--- src/wbe_pkg.sv ---
// ----------------------------------------------------------------------------
// wbe_pkg
// Shared types and constants for the word-aligned hybrid bitmap encoder.
// ----------------------------------------------------------------------------
`default_nettype none

package wbe_pkg;

  localparam int WORD_BITS  = 32;
  localparam int GROUP_BITS = WORD_BITS - 1;
  localparam int LEN_BITS   = WORD_BITS - 2;

  // result queue depth, room for two items of two words each
  localparam int QUEUE_DEPTH = 4;
  localparam int QPTR_BITS   = $clog2(QUEUE_DEPTH);
  localparam int QCNT_BITS   = $clog2(QUEUE_DEPTH + 1);

  typedef enum logic {
    OP_GROUP = 1'b0,
    OP_END   = 1'b1
  } wbe_op_t;

  typedef struct packed {
    logic                  op;
    logic [GROUP_BITS-1:0] group_bits;
    logic                  partial;
  } wbe_in_t;

  typedef struct packed {
    logic [WORD_BITS-1:0] code_word;
    logic                 last;
  } wbe_out_t;

  typedef struct packed {
    logic                active;
    logic                value;
    logic [LEN_BITS-1:0] length;
  } wbe_run_t;

  typedef struct packed {
    logic [1:0] count;
    wbe_out_t   word0;
    wbe_out_t   word1;
  } wbe_step_t;

  function automatic logic [WORD_BITS-1:0] fill_word(input wbe_run_t run);
    fill_word = {1'b1, run.value, run.length};
  endfunction

endpackage

`default_nettype wire

--- src/wbe_run_update.sv ---
// ----------------------------------------------------------------------------
// wbe_run_update
// Per-item run tracking: next run state and up to two code words.
// ----------------------------------------------------------------------------
`default_nettype none

module wbe_run_update (
  input  wbe_pkg::wbe_run_t  run,
  input  wbe_pkg::wbe_in_t   item,
  output wbe_pkg::wbe_run_t  run_next,
  output wbe_pkg::wbe_step_t step
);
  import wbe_pkg::*;

  localparam logic [LEN_BITS-1:0] LEN_MAX = {LEN_BITS{1'b1}};
  localparam logic [LEN_BITS-1:0] LEN_ONE = LEN_BITS'(1);

  logic                 uniform;
  logic                 fill_val;
  logic [WORD_BITS-1:0] fill;
  logic [WORD_BITS-1:0] literal;
  wbe_run_t             run_clear;
  wbe_run_t             run_start;

  assign uniform   = (item.group_bits == '0) || (&item.group_bits);
  assign fill_val  = item.group_bits[0];
  assign fill      = fill_word(run);
  assign literal   = {1'b0, item.group_bits};
  assign run_clear = '{active: 1'b0, value: 1'b0, length: '0};
  assign run_start = '{active: 1'b1, value: fill_val, length: LEN_ONE};

  always_comb begin
    run_next        = run;
    step.count      = 2'd0;
    step.word0      = '{code_word: fill, last: 1'b1};
    step.word1      = '{code_word: literal, last: 1'b1};
    if (item.op == OP_END) begin
      if (run.active) begin
        step.count = 2'd1;
        run_next   = run_clear;
      end
    end else if (!uniform || item.partial) begin
      // pending fill goes out ahead of the literal
      if (run.active) begin
        step.count      = 2'd2;
        step.word0.last = 1'b0;
        run_next        = run_clear;
      end else begin
        step.count = 2'd1;
        step.word0 = '{code_word: literal, last: 1'b1};
      end
    end else if (!run.active) begin
      run_next = run_start;
    end else if (fill_val != run.value) begin
      step.count = 2'd1;
      run_next   = run_start;
    end else if (run.length == LEN_MAX) begin
      // saturated run: flush and restart at one
      step.count = 2'd1;
      run_next   = run_start;
    end else begin
      run_next.length = run.length + LEN_ONE;
    end
  end

endmodule

`default_nettype wire

--- src/wbe_out_queue.sv ---
// ----------------------------------------------------------------------------
// wbe_out_queue
// Small result queue taking up to two words per cycle, giving one per cycle while code_ready is high.
// ----------------------------------------------------------------------------
`default_nettype none

module wbe_out_queue (
  input  logic                                  clk,
  input  logic                                  rst,
  input  wbe_pkg::wbe_step_t                    push,
  input  logic                                  push_en,
  output logic [wbe_pkg::QCNT_BITS-1:0]         fill_level,
  output wbe_pkg::wbe_out_t                     code,
  output logic                                  code_valid,
  input  logic                                  code_ready
);
  import wbe_pkg::*;

  wbe_out_t               entries [QUEUE_DEPTH];
  logic [QPTR_BITS-1:0]   wr_ptr;
  logic [QPTR_BITS-1:0]   wr_ptr_next;
  logic [QPTR_BITS-1:0]   wr_ptr_plus;
  logic [QPTR_BITS-1:0]   rd_ptr;
  logic [QCNT_BITS-1:0]   count;
  logic [QCNT_BITS-1:0]   count_next;
  logic [1:0]             push_cnt;
  logic                   pop;

  assign push_cnt    = push_en ? push.count : 2'd0;
  assign pop         = code_valid && code_ready;
  assign wr_ptr_plus = wr_ptr + QPTR_BITS'(1);
  assign wr_ptr_next = wr_ptr + QPTR_BITS'(push_cnt);
  assign count_next  = count + QCNT_BITS'(push_cnt) - QCNT_BITS'(pop);

  assign code_valid  = (count != '0);
  assign code        = entries[rd_ptr];
  assign fill_level  = count;

  always_ff @(posedge clk) begin
    if (rst) begin
      wr_ptr <= '0;
      rd_ptr <= '0;
      count  <= '0;
    end else begin
      wr_ptr <= wr_ptr_next;
      count  <= count_next;
      if (pop) begin
        rd_ptr <= rd_ptr + QPTR_BITS'(1);
      end
    end
  end

  always_ff @(posedge clk) begin
    if (push_cnt != 2'd0) begin
      entries[wr_ptr] <= push.word0;
    end
    if (push_cnt == 2'd2) begin
      entries[wr_ptr_plus] <= push.word1;
    end
  end

  a_count_bound: assert property (@(posedge clk) disable iff (rst)
    count <= QCNT_BITS'(QUEUE_DEPTH))
    else $error("result queue overflow");

  a_no_pop_empty: assert property (@(posedge clk) disable iff (rst)
    (count == '0) |=> (count_next <= QCNT_BITS'(2)) || ($past(push_cnt) != 2'd0))
    else $error("result queue count moved without a push");

endmodule

`default_nettype wire

--- src/wah_bitmap_word_encoder_core.sv ---
// ----------------------------------------------------------------------------
// wah_bitmap_word_encoder_core
// Word-aligned hybrid encoder: bitmap groups in, fill and literal words out.
// ----------------------------------------------------------------------------
// data path: an item is registered in grp_q, then its words are written to the
//   result queue, from which the first word can be taken
// throughput: 1 item per cycle while items give at most one word each and
//   code_ready stays high; a fill plus a literal leave in turn at the single-word output
// the 4-entry result queue sets how far the input runs ahead of a stall
// reset: synchronous, clears the pending run, drops the held item and empties the result queue
`default_nettype none

module wah_bitmap_word_encoder_core (
  input  logic              clk,
  input  logic              rst,
  input  wbe_pkg::wbe_in_t  grp,
  input  logic              grp_valid,
  output logic              grp_ready,
  output wbe_pkg::wbe_out_t code,
  output logic              code_valid,
  input  logic              code_ready
);
  import wbe_pkg::*;

  wbe_in_t                grp_q;
  logic                   grp_q_valid;
  wbe_run_t               run;
  wbe_run_t               run_next;
  wbe_step_t              step;
  logic [QCNT_BITS-1:0]   fill_level;
  logic                   advance;

  // queue must have room for two words before an item moves on
  assign advance   = grp_q_valid &&
                     (fill_level <= QCNT_BITS'(QUEUE_DEPTH - 2));
  assign grp_ready = !grp_q_valid || advance;

  always_ff @(posedge clk) begin
    if (rst) begin
      grp_q_valid <= 1'b0;
    end else if (grp_ready) begin
      grp_q_valid <= grp_valid;
    end
  end

  always_ff @(posedge clk) begin
    if (grp_ready && grp_valid) begin
      grp_q <= grp;
    end
  end

  always_ff @(posedge clk) begin
    if (rst) begin
      run <= '{active: 1'b0, value: 1'b0, length: '0};
    end else if (advance) begin
      run <= run_next;
    end
  end

  wbe_run_update u_run_update (
    .run      (run),
    .item     (grp_q),
    .run_next (run_next),
    .step     (step)
  );

  wbe_out_queue u_out_queue (
    .clk        (clk),
    .rst        (rst),
    .push       (step),
    .push_en    (advance),
    .fill_level (fill_level),
    .code       (code),
    .code_valid (code_valid),
    .code_ready (code_ready)
  );

  a_run_len_nonzero: assert property (@(posedge clk) disable iff (rst)
    run.active |-> (run.length != '0))
    else $error("active run with zero length");

  a_idle_run_clear: assert property (@(posedge clk) disable iff (rst)
    !run.active |-> ((run.length == '0) && !run.value))
    else $error("idle run holds stale state");

  a_fill_then_more: assert property (@(posedge clk) disable iff (rst)
    (code_valid && !code.last) |-> (fill_level >= QCNT_BITS'(2)))
    else $error("non-final word without its follower queued");

  a_split_is_fill: assert property (@(posedge clk) disable iff (rst)
    (code_valid && !code.last) |-> code.code_word[WORD_BITS-1])
    else $error("non-final word is not a fill");

endmodule

`default_nettype wire
--- config.mk ---
export PLATFORM = sky130hd
export DESIGN_NAME = wah_bitmap_word_encoder_core
export DESIGN_NICKNAME = d
export VERILOG_FILES = /design/src/wbe_pkg.sv /design/src/wbe_run_update.sv /design/src/wbe_out_queue.sv /design/src/wah_bitmap_word_encoder_core.sv
export SDC_FILE = /design/constraint.sdc
export NUM_CORES = 1
export LEC_CHECK = 0
export BUFFER_PORTS_ARGS = -buffer_cell sky130_fd_sc_hd__buf_2
export CORE_MARGIN = 2
export CORE_UTILIZATION = 55
export CTS_BUF_LIST = sky130_fd_sc_hd__clkbuf_16
export DETAILED_ROUTE_END_ITERATION = 16
export HOLD_SLACK_MARGIN = 0.06
export PLACE_DENSITY = 0.72
export REMOVE_ABC_BUFFERS = 1
export SLEW_MARGIN = 0
export SYNTH_ARGS = -nofsm -noshare
export SYNTH_HDL_FRONTEND = slang
export SYNTH_SLANG_ARGS = --single-unit
--- constraint.sdc ---
create_clock -name clk -period 8.7 [get_ports clk]
set_input_delay 1.74 -clock clk [delete_from_list [all_inputs] [get_ports clk]]
set_output_delay 1.74 -clock clk [all_outputs]
set_load 0.02 [all_outputs]
=== Yosys cells after proc, flatten, opt, wreduce, memory -nomap -nowiden ===
Memory sizes are Yosys's and may differ from the RTL's. A register that Yosys moved wholly into a read port is not among the register bits.
Index checks and enable logic that the tools add are counted.

* Flip-flop bits (word level): 73
* Bits in latches: 0
* Bits in writable memories: 132
* Bits in read-only memories: 0
* Input port bits: 37
* Output and inout bits: 35
* Memories: 1

* Add/subtract/negate cells: 6
* $mul: 0
* Div/mod/pow operators: 0
* Magnitude comparators: 1
* Eq/ne operators: 4
* Shift-type cells: 0
* Mux-type cells: 25
* Bitwise operators: 0
* Reductions and logical operators: 13

{| class="wikitable"
|+ Memory list
! memory !! words !! width !! rd ports !! clocked after Yosys merged registers in !! wr ports !! line !! source
|-
| u_out_queue.entries || 4 || 33 || 1 || 1 || 2 || wbe_out_queue.sv:19 || <nowiki>wbe_out_t entries [QUEUE_DEPTH];</nowiki>
|}

{| class="wikitable"
|+ Operators with widths
! operator !! count
|-
| 32-bit two-way mux || 4
|-
| 33-bit two-way mux || 2
|-
| 31-bit two-way mux || 2
|-
| 31-bit logical NOT || 1
|-
| 31-bit AND reduction || 1
|-
| 30-bit by 1-bit adder with 30-bit output, second input constant || 1
|-
| 30-bit == test, second input constant || 1
|-
| 30-bit two-way mux || 1
|-
| 2-bit two-way mux || 8
|-
| 1-bit two-way mux || 8
|-
| 5-bit by 2-bit != test with 1-bit output, second input constant || 1
|-
| 2-bit by 1-bit adder with 2-bit output, second input constant || 2
|-
| 3-bit by 2-bit adder with 3-bit output || 1
|-
| 3-bit by 2-bit less-or-equal comparator with 1-bit output, second input constant || 1
|-
| 1-bit logical AND || 3
|-
| 1-bit logical OR || 3
|-
| 3-bit nonzero test || 1
|-
| 3-bit by 1-bit subtractor with 3-bit output || 1
|-
| 2-bit adder || 1
|-
| 2-bit == test, second input constant || 1
|-
| 1-bit logical NOT || 2
|-
| 2-bit AND reduction || 1
|-
| 2-bit nonzero test || 1
|-
| 1-bit != test || 1
|}

=== Longest topological paths before layout ===
Gate-level depths: netlist of run 1.

* Word-level depth: 10
* Gate-level depth with buffers: 14
* Depth with buffers taken out: 13

=== Hierarchy ===
A second synthesis of run 1 with hierarchy kept.

* Cells, all modules: 849
* Area, all modules: 11533.6 µm²

{| class="wikitable"
|+ Modules (own cells, without submodules)
! module !! instances !! cells an instance !! area each (µm²) !! sequential area each (µm²)
|-
| wbe_out_queue || 1 || 377 || 6947.9 || 4144.0
|-
| wah_bitmap_word_encoder_core || 1 || 186 || 2577.5 || 1651.6
|-
| wbe_run_update || 1 || 286 || 2008.2 || 0.0
|}

=== Worst setup path before layout of run 1 ===
OpenSTA, ideal clock, no wires.

* Path type: register to register
* Start: register run[1] (netlist name)
* End: memory u_out_queue.entries[1][10] in the netlist's numbering (enable)
* Library setup time: 429 ps
* Arrival time: 3559 ps
* Data required time: 8271 ps
* Slack: 4711 ps
* Cell stages (with the launch flop): 8
* Path buffers: 0
* Cell sequence: dfxtp_1 ha_1 nand3_2 or4_4 nor4_4 o311a_1 o21ai_1 a21oi_1

{| class="wikitable"
|+ RTL lines
! element !! line
|-
| end, declared || wbe_out_queue.sv:19
|}

==> results by group, run 1 <==
Status
  – Result of the run: complete, no violations

Floorplan
  – Die Area: approximately 19,000 sq um
  – Effective utilization at floorplan: 56.61%
  – I/O pins: 72
  – Die Height: 137.9 microns
  – Die width: about 140 microns
  – Total core area: 17,420 sq um
  – Standard-cell row count: 48

Placement
  – Detailed-placement wirelength estimate: 15,660 microns
  – Buffers on Ports: 71
  – Number of instances in the placed design: about 980
  – Dpl cell area: 10,240 sq um
  – Placer congestion estimate: 0.8675

Final layout
  – Final Instance Area: between 10,000 and 15,000 sq um
  – Share of final-layout standard cells stronger than drive strength 1: 22.57%
  – Synthesis-to-layout area growth: 10.75%
  – Combined area of the multi-input logic cells: 3702 sq um
  – Non-filler instance count after layout: roughly 1,000
  – Final-layout fill cell count: between 1,000 and 1,500
  – Final net count: 820
  – FF+latch area: around 5700 sq um
  – Antenna cell count: 0

Synth
  – Proportion of synthesized area in mux cells: 7.754%
  – Simple-gate share of the synthesized area: about a tenth
  – Area fraction in compound gates after synthesis: 17.74%
  – Post-Synth Adder-Cell Area: 0.8376%
  – Share of the yosys chip area belonging to registers: 57.97%
  – Proportion of netlist area held by the largest area contributor: a little under half
  – Dominant cell type by area after synthesis: sky130_fd_sc_hd__edfxtp_1
  – Total of flip-flops plus latches after synthesis: 207
  – Main combinational cell family by area after synthesis: compound AO/OA/AOI/OAI gates
  – Mean post-synth cell area: approximately 13 sq um
  – Dominant cells by area after synthesis: sky130_fd_sc_hd__edfxtp_1 (48%), sky130_fd_sc_hd__a22o_1 (11%), sky130_fd_sc_hd__dfxtp_1 (10%)
  – Library cells used by synthesis: 62
  – Instance count of the mapped netlist: 741
  – Number of enable flip-flop cells after synthesis: 157
  – Proportion of register bits with asynchronous set or reset after synthesis: 0%
  – Most used flip-flop cell after synthesis: sky130_fd_sc_hd__edfxtp_1
  – Xor/xnor share of the synthesized area: 1.066%
  – Syn Std Cell Area: 9859 sq um
  – Yosys warning count: 0

Route
  – Drt via density: 6.819
  – Residual DRC: 0
  – Router iterations before antenna repair: 6
  – Final routed wirelength across all metal layers: 24,650 microns
  – Detailed-route via count: 6,942
  – Routed wirelength normalized by instance count: 24.22 microns
  – Final antenna-violating net count: 0
  – Count of routing violations after the opening detailed-route iteration: a little under 700

Clocking
  – Clock buffer count from CTS: 22
  – Number of hold-repair buffers added at the cts stage: 0
  – Clock Sinks: 207
  – Cell at the root of the clock tree: sky130_fd_sc_hd__clkbuf_16
  – Post-CTS clock slew at the launch and capture registers of the worst setup and hold paths: 0.06 ns
  – Number of post-CTS setup repair buffers: 0
  – Number of gates resized after CTS: 0
  – CTS Buffer Depth: 3
  – TritonCTS clock tree: built
  – CTS H-Tree Depth: 1
  – Clk Latency, worst-skew pair: 0.51 ns

Worst hold path
  – Worst hold-check path type: flip-flop to flip-flop

Run
  – Number of violations of the max-capacitance limit: 0

STA
  – Headroom to the max-slew limit: a little over a tenth
  – Min Clock Period, post-route: 4.220 ns
  – Worst Tran Pin Value: 1.332 ns
  – Total count of hold-check failures in the final report: 0
  – Max-slew violations: 0
  – Setup-violating endpoint count in the final report: 0
  – Peak Freq: around 240 MHz
  – RSZ-0062 raised after global routing: false
  – Setup TNS Final: 0 ns
  – Final Cycle Share: between 40% and 50%
  – Clock Skew: approximately 0.015 ns

Power
  – Power after layout: 2456 uW
  – Power per cell area: 224.9 nW/um^2
  – Lkg Pwr: 0.003909 uW
  – Maximum vdd drop: 0.1395 mV

Worst setup path
  – Highest fanout seen on the critical path: 20
  – Sequence of cells on the critical path: buf_4, mux4_2, buf_2
  – Arr. time, crit path: 2.48 ns
  – Slowest cell on the critical path: sky130_fd_sc_hd__dfxtp_2
  – Element type at the critical path start: flip-flop
  – Type of destination of the critical path: output pin
  – Peak per-stage delay on the critical path: 0.68 ns
  – Class of the most critical setup path: flip-flop to output pin
  – Required time of the critical path: 6.96 ns
  – Worst setup slack for register-to-register paths: around 4.7 ns

GRT
  – Number of antenna violations at the first check in global routing: 0
  – First-pass GRT wire length: about 38,000 microns
  – Largest net degree at the start of global routing: 44
  – Aggregate global routing overflow: 0
  – Total routing usage reported by global routing: 26.57%
  – Number of global-route vias before repair: about 6,800
cells in the final DEF (no fill, tap or decap), types with 18 or more instances in the layout:
cell                          n
sky130_fd_sc_hd__clkbuf_16   23
sky130_fd_sc_hd__edfxtp_1   157
sky130_fd_sc_hd__a31oi_1     18
sky130_fd_sc_hd__a22o_1     129
sky130_fd_sc_hd__nand3_1     25
sky130_fd_sc_hd__nor2_1      24
sky130_fd_sc_hd__buf_2       71
sky130_fd_sc_hd__mux4_2      33
sky130_fd_sc_hd__a21oi_1     20
sky130_fd_sc_hd__inv_1       21
sky130_fd_sc_hd__dfxtp_1     49
sky130_fd_sc_hd__nand2_1     42
worst max-delay path, delay by kind of cell (launching register included):
family,cells,cell delay [ns]
flops,1,0.68
buf+inv,2,0.68
mux,1,0.58
Yosys cell counts, types with 2 or more instances:
| cell type | count |
|---|---|
| sky130_fd_sc_hd__nand4_1 | 16 |
| sky130_fd_sc_hd__a22o_1 | 129 |
| sky130_fd_sc_hd__and2_1 | 7 |
| sky130_fd_sc_hd__a21oi_1 | 22 |
| sky130_fd_sc_hd__nor4_4 | 2 |
| sky130_fd_sc_hd__nor2_1 | 25 |
| sky130_fd_sc_hd__o21ai_1 | 5 |
| sky130_fd_sc_hd__nor3_1 | 10 |
| sky130_fd_sc_hd__o221ai_1 | 2 |
| sky130_fd_sc_hd__o31a_1 | 2 |
| sky130_fd_sc_hd__xor2_1 | 3 |
| sky130_fd_sc_hd__or2_2 | 3 |
| sky130_fd_sc_hd__nor2b_1 | 2 |
| sky130_fd_sc_hd__o22ai_1 | 3 |
| sky130_fd_sc_hd__dfxtp_1 | 50 |
| sky130_fd_sc_hd__buf_6 | 16 |
| sky130_fd_sc_hd__buf_4 | 3 |
| sky130_fd_sc_hd__nor4_1 | 9 |
| sky130_fd_sc_hd__mux4_2 | 33 |
| sky130_fd_sc_hd__or4_1 | 2 |
| sky130_fd_sc_hd__a211oi_1 | 4 |
| sky130_fd_sc_hd__clkbuf_1 | 36 |
| sky130_fd_sc_hd__xnor2_1 | 9 |
| sky130_fd_sc_hd__o21ai_0 | 11 |
| sky130_fd_sc_hd__o21bai_1 | 2 |
| sky130_fd_sc_hd__buf_1 | 7 |
| sky130_fd_sc_hd__or3_1 | 4 |
| sky130_fd_sc_hd__a31oi_1 | 18 |
| sky130_fd_sc_hd__ha_1 | 5 |
| sky130_fd_sc_hd__edfxtp_1 | 157 |
| sky130_fd_sc_hd__nand3_1 | 25 |
| sky130_fd_sc_hd__buf_2 | 13 |
| sky130_fd_sc_hd__a41oi_1 | 3 |
| sky130_fd_sc_hd__nand2_1 | 42 |
| sky130_fd_sc_hd__nand4b_1 | 2 |
| sky130_fd_sc_hd__nand2b_1 | 5 |
| sky130_fd_sc_hd__a211oi_4 | 4 |
| sky130_fd_sc_hd__and3_1 | 8 |
| sky130_fd_sc_hd__o211ai_1 | 3 |
| sky130_fd_sc_hd__inv_1 | 17 |
final cells by class:
| class | count | share of cell area (%) |
|---|---|---|
| clock inverter | 17 | 0.9167 |
| clock buffer | 23 | 5.271 |
| timing repair buffer | 87 | 4.354 |
| tap | 225 | 2.578 |
| multi-input combinational | 441 | 33.91 |
| sequential | 207 | 52.35 |
| inverter | 18 | 0.6188 |
power by group:
part	internal [uW]	total, uW	switching (uW)
logic	182	413	231
registers	1110	1160	56.7
clock network	507	879	372
path summary, 6_finish.rpt:
check | start | to | cells after the start
setup / recovery | flip-flop | code[13] | 3
setup reg to reg | grp_q[19]$_DFFE_PP_ | u_out_queue.fill_level[2]$_SDFF_PP0_ | 12
hold reg to reg | u_out_queue.entries[1][32]$_SDFFE_PP0N_ | u_out_queue.entries[1][32]$_SDFFE_PP0N_ | 2
hold / removal | u_out_queue.entries[1][32]$_SDFFE_PP0N_ | u_out_queue.entries[1][32]$_SDFFE_PP0N_ | 2
flip-flops by register name, summed over array words and instances, names as in the netlist, named ones only:
signal	count
u_out_queue.rd_ptr	2
grp_q_valid	1
grp_q	33
u_out_queue.fill_level	3
u_out_queue.entries	132
run	32
u_out_queue.wr_ptr	2
routing by layer:
layer  GRT usage [%]  wire length (microns)  vias to the layer above
li1                -                      -                     3027
met1           34.52                   9731                     3450
met2           45.02                  12260                      417
met3           5.336                   2129                       48
met4           8.560                    528                        0
met5               0                      0                        -
stage by stage:
step	hold WS, ns	setup WS [ns]	utilization (%)
after global routing	0.4810	4.310	62.69
after floorplan	0.4360	4.662	-
after detailed placement	0.4577	4.821	58.78
after global placement	0.4482	4.929	58.78
after CTS	0.4665	4.423	62.66
final	0.4624	4.480	62.69
logic make-up after synthesis:
logic type	count (synthesis)
AO/OA/AOI/OAI	217
adder cells (fa/ha/maj)	6
multiplexers	35
XOR/XNOR	12
AND/OR/NAND/NOR	171
buffers and inverters	93
flip-flops	207
(Power assumes the default switching activity.)
==> inputs of run 2 (changes only) <==
--- a/config.mk
+++ b/config.mk
@@ -11,7 +11,7 @@
 export CTS_BUF_LIST = sky130_fd_sc_hd__clkbuf_16
 export DETAILED_ROUTE_END_ITERATION = 16
 export HOLD_SLACK_MARGIN = 0.06
-export PLACE_DENSITY = 0.72
+export PLACE_DENSITY = 0.75
 export REMOVE_ABC_BUFFERS = 1
 export SLEW_MARGIN = 0
 export SYNTH_ARGS = -nofsm -noshare
==> constraint.sdc (replaced) <==
create_clock -name clk -period 3.75 [get_ports clk]
set_input_delay 0.75 -clock clk [delete_from_list [all_inputs] [get_ports clk]]
set_output_delay 0.75 -clock clk [all_outputs]
set_load 0.02 [all_outputs]
==> results by group, run 2 (same netlist as run 1, synthesis figures left out) <==
Clocking
  – Cell at the root of the clock tree: sky130_fd_sc_hd__clkbuf_16 (unchanged)
  – TritonCTS clock tree: built (unchanged)
  – CTS Buffer Depth: 3 (unchanged)
  – Number of hold-repair buffers added at the cts stage: 0 (unchanged)
  – CTS H-Tree Depth: 1 (unchanged)
  – Clock Sinks: 207 (unchanged)
  – Number of post-CTS setup repair buffers: 0 (unchanged)
  – Number of gates resized after CTS: 0 (unchanged)
  – Post-CTS clock slew at the launch and capture registers of the worst setup and hold paths: 0.06 ns (about the same)
  – Clk Latency, worst-skew pair: 0.50 ns (was 0.51 ns)
  – Clock buffer count from CTS: 22 (unchanged)

Worst setup path
  – Critical path buffers and inverters: 2 (unchanged)
  – Peak per-stage delay on the critical path: 0.55 ns (was 0.68 ns)
  – Critical path depth in cells: 13 (was 3)
  – Required time of the critical path: 4.13 ns (was 6.96 ns)
  – Type of destination of the critical path: flip-flop (was output pin)
  – Worst r2r path cells: 13 (was 12)
  – Highest fanout seen on the critical path: 9 (was 20)
  – Class of the most critical setup path: flip-flop to flip-flop (was flip-flop to output pin)
  – Sequence of cells on the critical path: ha_1, nand3_2, or4_4, nor4_4, o311a_1, o21ai_1, inv_1, ha_1, inv_1, fa_1, xnor2_1, xnor2_1, nor2_1 (was buf_4, mux4_2, buf_2)
  – Element type at the critical path start: flip-flop (unchanged)
  – Slowest cell on the critical path: sky130_fd_sc_hd__or4_4 (was sky130_fd_sc_hd__dfxtp_2)
  – Arr. time, crit path: 3.70 ns (was 2.48 ns)
  – Top delay family on crit path: simple AND/OR/NAND/NOR gates (was flip-flops)

STA
  – Total count of hold-check failures in the final report: 0 (unchanged)
  – Setup TNS Final: 0 ns (unchanged)
  – Min Clock Period, post-route: 3.324 ns
  – Headroom to the max-slew limit: 31.54% (was 10.68%)
  – Post-route worst setup slack: 0.4255 ns (was 4.480 ns)
  – RSZ-0062 raised after global routing: false (unchanged)
  – Clock Skew: 0.01229 ns (was 0.01461 ns)
  – WHS: 0.4175 ns (was 0.4624 ns)
  – Worst Tran Pin Value: 1.024 ns (was 1.332 ns)
  – Peak Freq: 300.8 MHz
  – Setup-violating endpoint count in the final report: 0 (unchanged)
  – Max-slew violations: 0 (unchanged)
  – Final Cycle Share: 88.65%

Power
  – Internal: 4288 uW (was 1796 uW)
  – Lkg Pwr: 0.003992 uW (was 0.003909 uW)
  – Maximum vdd drop: 0.3745 mV (was 0.1395 mV)
  – Power per cell area: 526.3 nW/um^2 (was 224.9 nW/um^2)
  – Power after layout: 5822 uW (was 2456 uW)
  – Share of power burned in the clock network: 37.0% (was 35.8%)
  – Switching power summed over all nets: 1533 uW (was 660.1 uW)
  – Sequential fraction of design power: 46.4% (was 47.4%)
  – Switching share of power: 26.34% (was 26.87%)
  – Share of total power in combinational logic: 16.6% (was 16.8%)

Route
  – Router iterations before antenna repair: 5 (was 6)
  – Final antenna-violating net count: 0 (unchanged)
  – Detailed-route via count: 6,891 (was 6,942)
  – Drt via density: 6.690 (was 6.819)
  – Final routed wirelength across all metal layers: 25,190 microns (was 24,650 microns)
  – Routed wirelength normalized by instance count: 24.46 microns (was 24.22 microns)
  – Residual DRC: 0 (unchanged)
  – Count of routing violations after the opening detailed-route iteration: 568 (was 692)

Status
  – Result of the run: complete, no violations (unchanged)

Final layout
  – Synthesis-to-layout area growth: 12.20% (was 10.75%)
  – Most common library cell in the layout ignoring fill and taps: sky130_fd_sc_hd__edfxtp_1 (unchanged)
  – Final-layout fill cell count: 1,303 (was 1,305)
  – Largest regs: u_out_queue.entries: 132 flops, grp_q: 33 flops, run: 32 flops (unchanged)
  – Most flops, register: u_out_queue.entries (unchanged)
  – Final net count: 831 (was 820)
  – Number of flip-flops in the largest register: 132 (unchanged)
  – Share of final-layout standard cells stronger than drive strength 1: 23.63% (was 22.57%)
  – Leading cell types in the layout, fill and taps excluded: sky130_fd_sc_hd__edfxtp_1 (157), sky130_fd_sc_hd__a22o_1 (129), sky130_fd_sc_hd__buf_2 (71) (unchanged)

Worst hold path
  – Worst hold-check path type: input port to flip-flop (was flip-flop to flip-flop)
  – Number of cells on the worst hold path: 1 (was 2)

GRT
  – Aggregate global routing overflow: 0 (unchanged)
  – First-pass GRT wire length: 38,420 microns (was 38,150 microns)
  – Number of global-route vias before repair: 6,940 (was 6,801)
  – Largest net degree at the start of global routing: 44 (unchanged)
  – Number of antenna violations at the first check in global routing: 1 (was 0)
  – Total routing usage reported by global routing: 26.96% (was 26.57%)

Floorplan
  – Die width: 137.9 microns (unchanged)
  – Die Area: 19,010 sq um (unchanged)
  – Die Height: 137.9 microns (unchanged)
  – I/O pins: 72 (unchanged)
  – Standard-cell row count: 48 (unchanged)
  – Effective utilization at floorplan: 56.61% (unchanged)
  – Total core area: 17,420 sq um (unchanged)

Run
  – Number of violations of the max-capacitance limit: 0 (unchanged)

Placement
  – Detailed-placement wirelength estimate: 15,800 microns (was 15,660 microns)
  – Buffers on Ports: 71 (unchanged)
  – Placer congestion estimate: 0.9279 (was 0.8675)
  – Pre-CTS setup slack: 0.4793 ns (was 4.821 ns)
run 2: cell types whose count changed in the layout (fill, tap and decap cells not counted), sizes merged:
cell | previous run | this run
buf | 87 | 98
inv | 24 | 23
clkinv | 10 | 8
clkbuf | 23 | 24
clkinvlp | 0 | 1
bufinv | 1 | 2
diode | 0 | 1
run 2: stage by stage:
stage / util [%] / cell area [sq um] / std cells
after floorplan: - / 9430 / 666
after global placement: 59.35 / 10340 / 989
after detailed placement: 59.35 / 10340 / 989
after CTS: 63.50 / 11060 / 1029
after global routing: 63.50 / 11060 / 1029
final: 63.51 / 11060 / 1030
run 2: path summary, 6_finish.rpt:
| path | startpoint | endpoint | slack (ns) |
|---|---|---|---|
| worst max-delay path | run[0]$_SDFFE_PP0P_ | u_out_queue.fill_level[2]$_SDFF_PP0_ | 0.43 |
| worst min-delay path | grp[5] | grp_q[5]$_DFFE_PP_ | 0.42 |
| worst max register to register | run[0]$_SDFFE_PP0P_ | u_out_queue.fill_level[2]$_SDFF_PP0_ | 0.43 |
| worst min register to register | u_out_queue.entries[3][32]$_SDFFE_PP0N_ | u_out_queue.entries[3][32]$_SDFFE_PP0N_ | 0.48 |
run 2: metal layers:
layer	wire length, microns	share of wire [%]	vias to the layer above	GRT usage, %
met5	0	0	-	0
met4	769	3.1	0	10.15
met3	1916	7.6	60	4.459
met2	12480	50	354	45.49
met1	10020	40	3427	35.20
li1	-	-	3050	-
run 2: cell type report:
class / count / area [sq um] / share of cell area (%)
Sequential cell: 207 / 5717 / 51.68
Multi-Input combinational cell: 441 / 3701 / 33.46
Clock buffer: 24 / 600.6 / 5.429
Timing Repair Buffer: 98 / 570.5 / 5.158
Tap cell: 225 / 281.5 / 2.545
Clock inverter: 16 / 121.4 / 1.097
Inverter: 18 / 67.56 / 0.6108
Antenna cell: 1 / 2.502 / 0.02262
run 2: power groups by stage:
stage / Sequential [uW] / Clock [uW] / Combinational [uW]
2_1_floorplan: 2760 / 0 / 629
3_3_place_gp: 2750 / 0 / 965
3_5_place_dp: 2760 / 0 / 972
4_1_cts: 2710 / 2180 / 978
5_1_grt: 2720 / 2250 / 1040
6_report: 2700 / 2150 / 966
==> inputs of run 3 (changes only) <==
--- a/config.mk
+++ b/config.mk
@@ -9,10 +9,10 @@
 export CORE_MARGIN = 2
 export CORE_UTILIZATION = 55
 export CTS_BUF_LIST = sky130_fd_sc_hd__clkbuf_16
+export CTS_CLUSTER_DIAMETER = 100
 export DETAILED_ROUTE_END_ITERATION = 16
 export HOLD_SLACK_MARGIN = 0.06
-export PLACE_DENSITY = 0.75
-export REMOVE_ABC_BUFFERS = 1
+export PLACE_DENSITY = 0.73
 export SLEW_MARGIN = 0
 export SYNTH_ARGS = -nofsm -noshare
 export SYNTH_HDL_FRONTEND = slang
==> results by group, run 3 (same netlist as run 1, synthesis figures left out) <==
Status
  – Result of the run: complete, no violations (unchanged)

Worst setup path
  – Worst setup slack for register-to-register paths: 0.10 ns (was 0.43 ns)
  – Highest fanout seen on the critical path: 17 (was 9)
  – Arr. time, crit path: 4.01 ns (was 3.70 ns)
  – Type of destination of the critical path: flip-flop (unchanged)
  – Required time of the critical path: 4.12 ns (was 4.13 ns)
  – Element type at the critical path start: flip-flop (unchanged)
  – Destination of the worst register-to-register timing path: u_out_queue.entries[1][27]$_DFFE_PP_ (was u_out_queue.fill_level[2]$_SDFF_PP0_)
  – RR Startpoint: run[0]$_SDFFE_PP0P_ (unchanged)
  – Worst r2r path cells: 9 (was 13)
  – Class of the most critical setup path: flip-flop to flip-flop (unchanged)

STA
  – Headroom to the max-slew limit: 32.59% (was 31.54%)
  – Clock Skew: 0.01218 ns (was 0.01229 ns)
  – Final Cycle Share: 97.23% (was 88.65%)
  – Total count of hold-check failures in the final report: 0 (unchanged)
  – Peak Freq: 274.3 MHz (was 300.8 MHz)
  – RSZ-0062 raised after global routing: false (unchanged)
  – Max-slew violations: 0 (unchanged)
  – Min Clock Period, post-route: 3.646 ns (was 3.324 ns)
  – Worst Tran Pin Value: 1.002 ns (was 1.024 ns)
  – Setup-violating endpoint count in the final report: 0 (unchanged)

Floorplan
  – Die width: 137.9 microns (unchanged)
  – Effective utilization at floorplan: 56.61% (unchanged)
  – Standard-cell row count: 48 (unchanged)
  – Total core area: 17,420 sq um (unchanged)
  – Die Area: 19,010 sq um (unchanged)
  – I/O pins: 72 (unchanged)
  – Die Height: 137.9 microns (unchanged)

Worst hold path
  – Number of cells on the worst hold path: 1 (unchanged)
  – Hold Crit Start: grp[9] (was grp[5])
  – Worst hold-check path type: input port to flip-flop (unchanged)
  – Hold path endpoint: grp_q[9]$_DFFE_PP_ (was grp_q[5]$_DFFE_PP_)

Final layout
  – Most flops, register: u_out_queue.entries (unchanged)
  – Final net count: 832 (was 831)
  – FF+latch area: 5717 sq um (unchanged)
  – Number of flip-flops in the largest register: 132 (unchanged)
  – Largest regs: u_out_queue.entries: 132 flops, grp_q: 33 flops, run: 32 flops (unchanged)
  – Final-layout fill cell count: 1,321 (was 1,303)
  – Share of final-layout standard cells stronger than drive strength 1: 22.86% (was 23.63%)
  – Leading cell types in the layout, fill and taps excluded: sky130_fd_sc_hd__edfxtp_1 (157), sky130_fd_sc_hd__a22o_1 (129), sky130_fd_sc_hd__buf_2 (71) (unchanged)
  – Combined area of the multi-input logic cells: 3701 sq um (unchanged)
  – Antenna cell count: 0 (was 1)
  – Synthesis-to-layout area growth: 11.28% (was 12.20%)
  – Most common library cell in the layout ignoring fill and taps: sky130_fd_sc_hd__edfxtp_1 (unchanged)
  – Non-filler instance count after layout: 1,030 (unchanged)
  – Utilization of the core after routing: 63.00% (was 63.51%)

Clocking
  – CTS Buffer Depth: 3 (unchanged)
  – Clock Sinks: 207 (unchanged)
  – Clock buffer count from CTS: 23 (was 22)
  – Cell at the root of the clock tree: sky130_fd_sc_hd__clkbuf_16 (unchanged)
  – TritonCTS clock tree: built (unchanged)
  – CTS H-Tree Depth: 1 (unchanged)
  – Number of post-CTS setup repair buffers: 0 (unchanged)
  – Number of gates resized after CTS: 0 (unchanged)
  – Clk Latency, worst-skew pair: 0.50 ns (about the same)
  – Post-CTS clock slew at the launch and capture registers of the worst setup and hold paths: 0.06 ns (about the same)
  – Number of hold-repair buffers added at the cts stage: 0 (unchanged)

Placement
  – Buffers on Ports: 71 (unchanged)
  – Number of instances in the placed design: 989 (unchanged)
  – Detailed-placement wirelength estimate: 15,560 microns (was 15,800 microns)
  – Placer congestion estimate: 0.9374 (was 0.9279)

Route
  – Residual DRC: 0 (unchanged)
  – Routed length on met1: 9439 microns (was 10,020 microns)
  – Highest Signal Layer: met4 (unchanged)
  – Final antenna-violating net count: 0 (unchanged)
  – Routed wire length on met3: 1986 microns (was 1916 microns)
  – Detailed-route via count: 6,806 (was 6,891)
  – Total length of routed met2 wires: 11,730 microns (was 12,480 microns)
  – Router iterations before antenna repair: 5 (unchanged)
  – Count of routing violations after the opening detailed-route iteration: 591 (was 568)
  – Drt via density: 6.608 (was 6.690)
  – Routed wirelength normalized by instance count: 23.16 microns (was 24.46 microns)
  – Final routed wirelength across all metal layers: 23,850 microns (was 25,190 microns)

Power
  – Maximum vdd drop: 0.3926 mV (was 0.3745 mV)
  – Share of total power in combinational logic: 17.5% (was 16.6%)
  – Internal: 4099 uW (was 4288 uW)
  – Power after layout: 5615 uW (was 5822 uW)
  – Switching power summed over all nets: 1516 uW (was 1533 uW)
  – Power per cell area: 511.8 nW/um^2 (was 526.3 nW/um^2)
  – Lkg Pwr: 0.003977 uW (was 0.003992 uW)
  – Share of power burned in the clock network: 34.7% (was 37.0%)
  – Sequential fraction of design power: 47.8% (was 46.4%)
  – Switching share of power: 27.00% (was 26.34%)

GRT
  – Aggregate global routing overflow: 0 (unchanged)
  – Largest net degree at the start of global routing: 44 (unchanged)
  – Number of global-route vias before repair: 6,698 (was 6,940)
  – First-pass GRT wire length: 36,800 microns (was 38,420 microns)
  – Total routing usage reported by global routing: 25.50% (was 26.96%)
  – Number of antenna violations at the first check in global routing: 0 (was 1)

Synth
  – Net count after synthesis: 784

Run
  – Number of violations of the max-capacitance limit: 0 (unchanged)
-- run 3: changes by cell type in the layout (fill, tap and decap cells not counted), sizes merged --
cell,change
clkbuf,-1
inv,+6
bufinv,-2
clkinv,-1
clkinvlp,-1
diode,-1
-- run 3: final cells by class --
type                    count  share of cell area (%)
clock buffers              23                   5.246
clock inverters            18                  0.6500
inverters                  18                  0.6158
multi-input cells         441                   33.73
flip-flops and latches    207                   52.10
well taps                 225                   2.566
repair buffers             98                   5.086
-- run 3: worst max-delay path by stage --
stage	start	to	slack (ns)
after global routing	run[0]$_SDFFE_PP0P_	u_out_queue.entries[1][27]$_DFFE_PP_	0.004
final	run[0]$_SDFFE_PP0P_	u_out_queue.entries[1][27]$_DFFE_PP_	0.10
after floorplan	run[1]$_SDFFE_PP0P_	u_out_queue.entries[1][10]$_DFFE_PP_	-0.24
after CTS	run[0]$_SDFFE_PP0P_	u_out_queue.entries[1][27]$_DFFE_PP_	0.21
after global placement	run[0]$_SDFFE_PP0P_	u_out_queue.entries[1][20]$_DFFE_PP_	0.34
after detailed placement	run[0]$_SDFFE_PP0P_	u_out_queue.entries[1][27]$_DFFE_PP_	0.22
-- run 3: critical path, stage by stage, from the launching register on --
cell                       delay (ns)
sky130_fd_sc_hd__dfxtp_1         0.50
sky130_fd_sc_hd__ha_1            0.29
sky130_fd_sc_hd__nand3_2         0.13
sky130_fd_sc_hd__or4_4           0.55
sky130_fd_sc_hd__nor4_4          0.29
sky130_fd_sc_hd__buf_4           0.22
sky130_fd_sc_hd__nor2_4          0.08
sky130_fd_sc_hd__a211oi_4        0.86
sky130_fd_sc_hd__buf_4           0.40
sky130_fd_sc_hd__a22o_1          0.18
-- run 3: power groups by stage --
stage               clock (uW)  combinational (uW)  sequential [uW]
floorplan                    0                 732             2670
global placement             0                 975             2720
detailed placement           0                 992             2730
CTS                       1960                 998             2680
global route              2050                1060             2700
finish                    1950                 981             2680
-- run 3: routing by layer --
layer  vias to the layer above  global-route usage (%)
li1                       3054                       -
met1                      3367                   34.17
met2                       330                   41.97
met3                        55                   4.788
met4                         0                   8.900
met5                         -                       0
-- run 3: per-stage QoR --
stage               cell area [sq um]  setup WS (ns)  TNS [ns]  hold slack, ns
finish                          10970         0.1040         0          0.4224
CTS                             10970         0.2068         0          0.4125
global placement                10320         0.3412         0          0.4459
floorplan                        9872        -0.2387    -14.80          0.4360
detailed placement              10320         0.2214         0          0.4580
global route                    10970       0.004331         0          0.4111
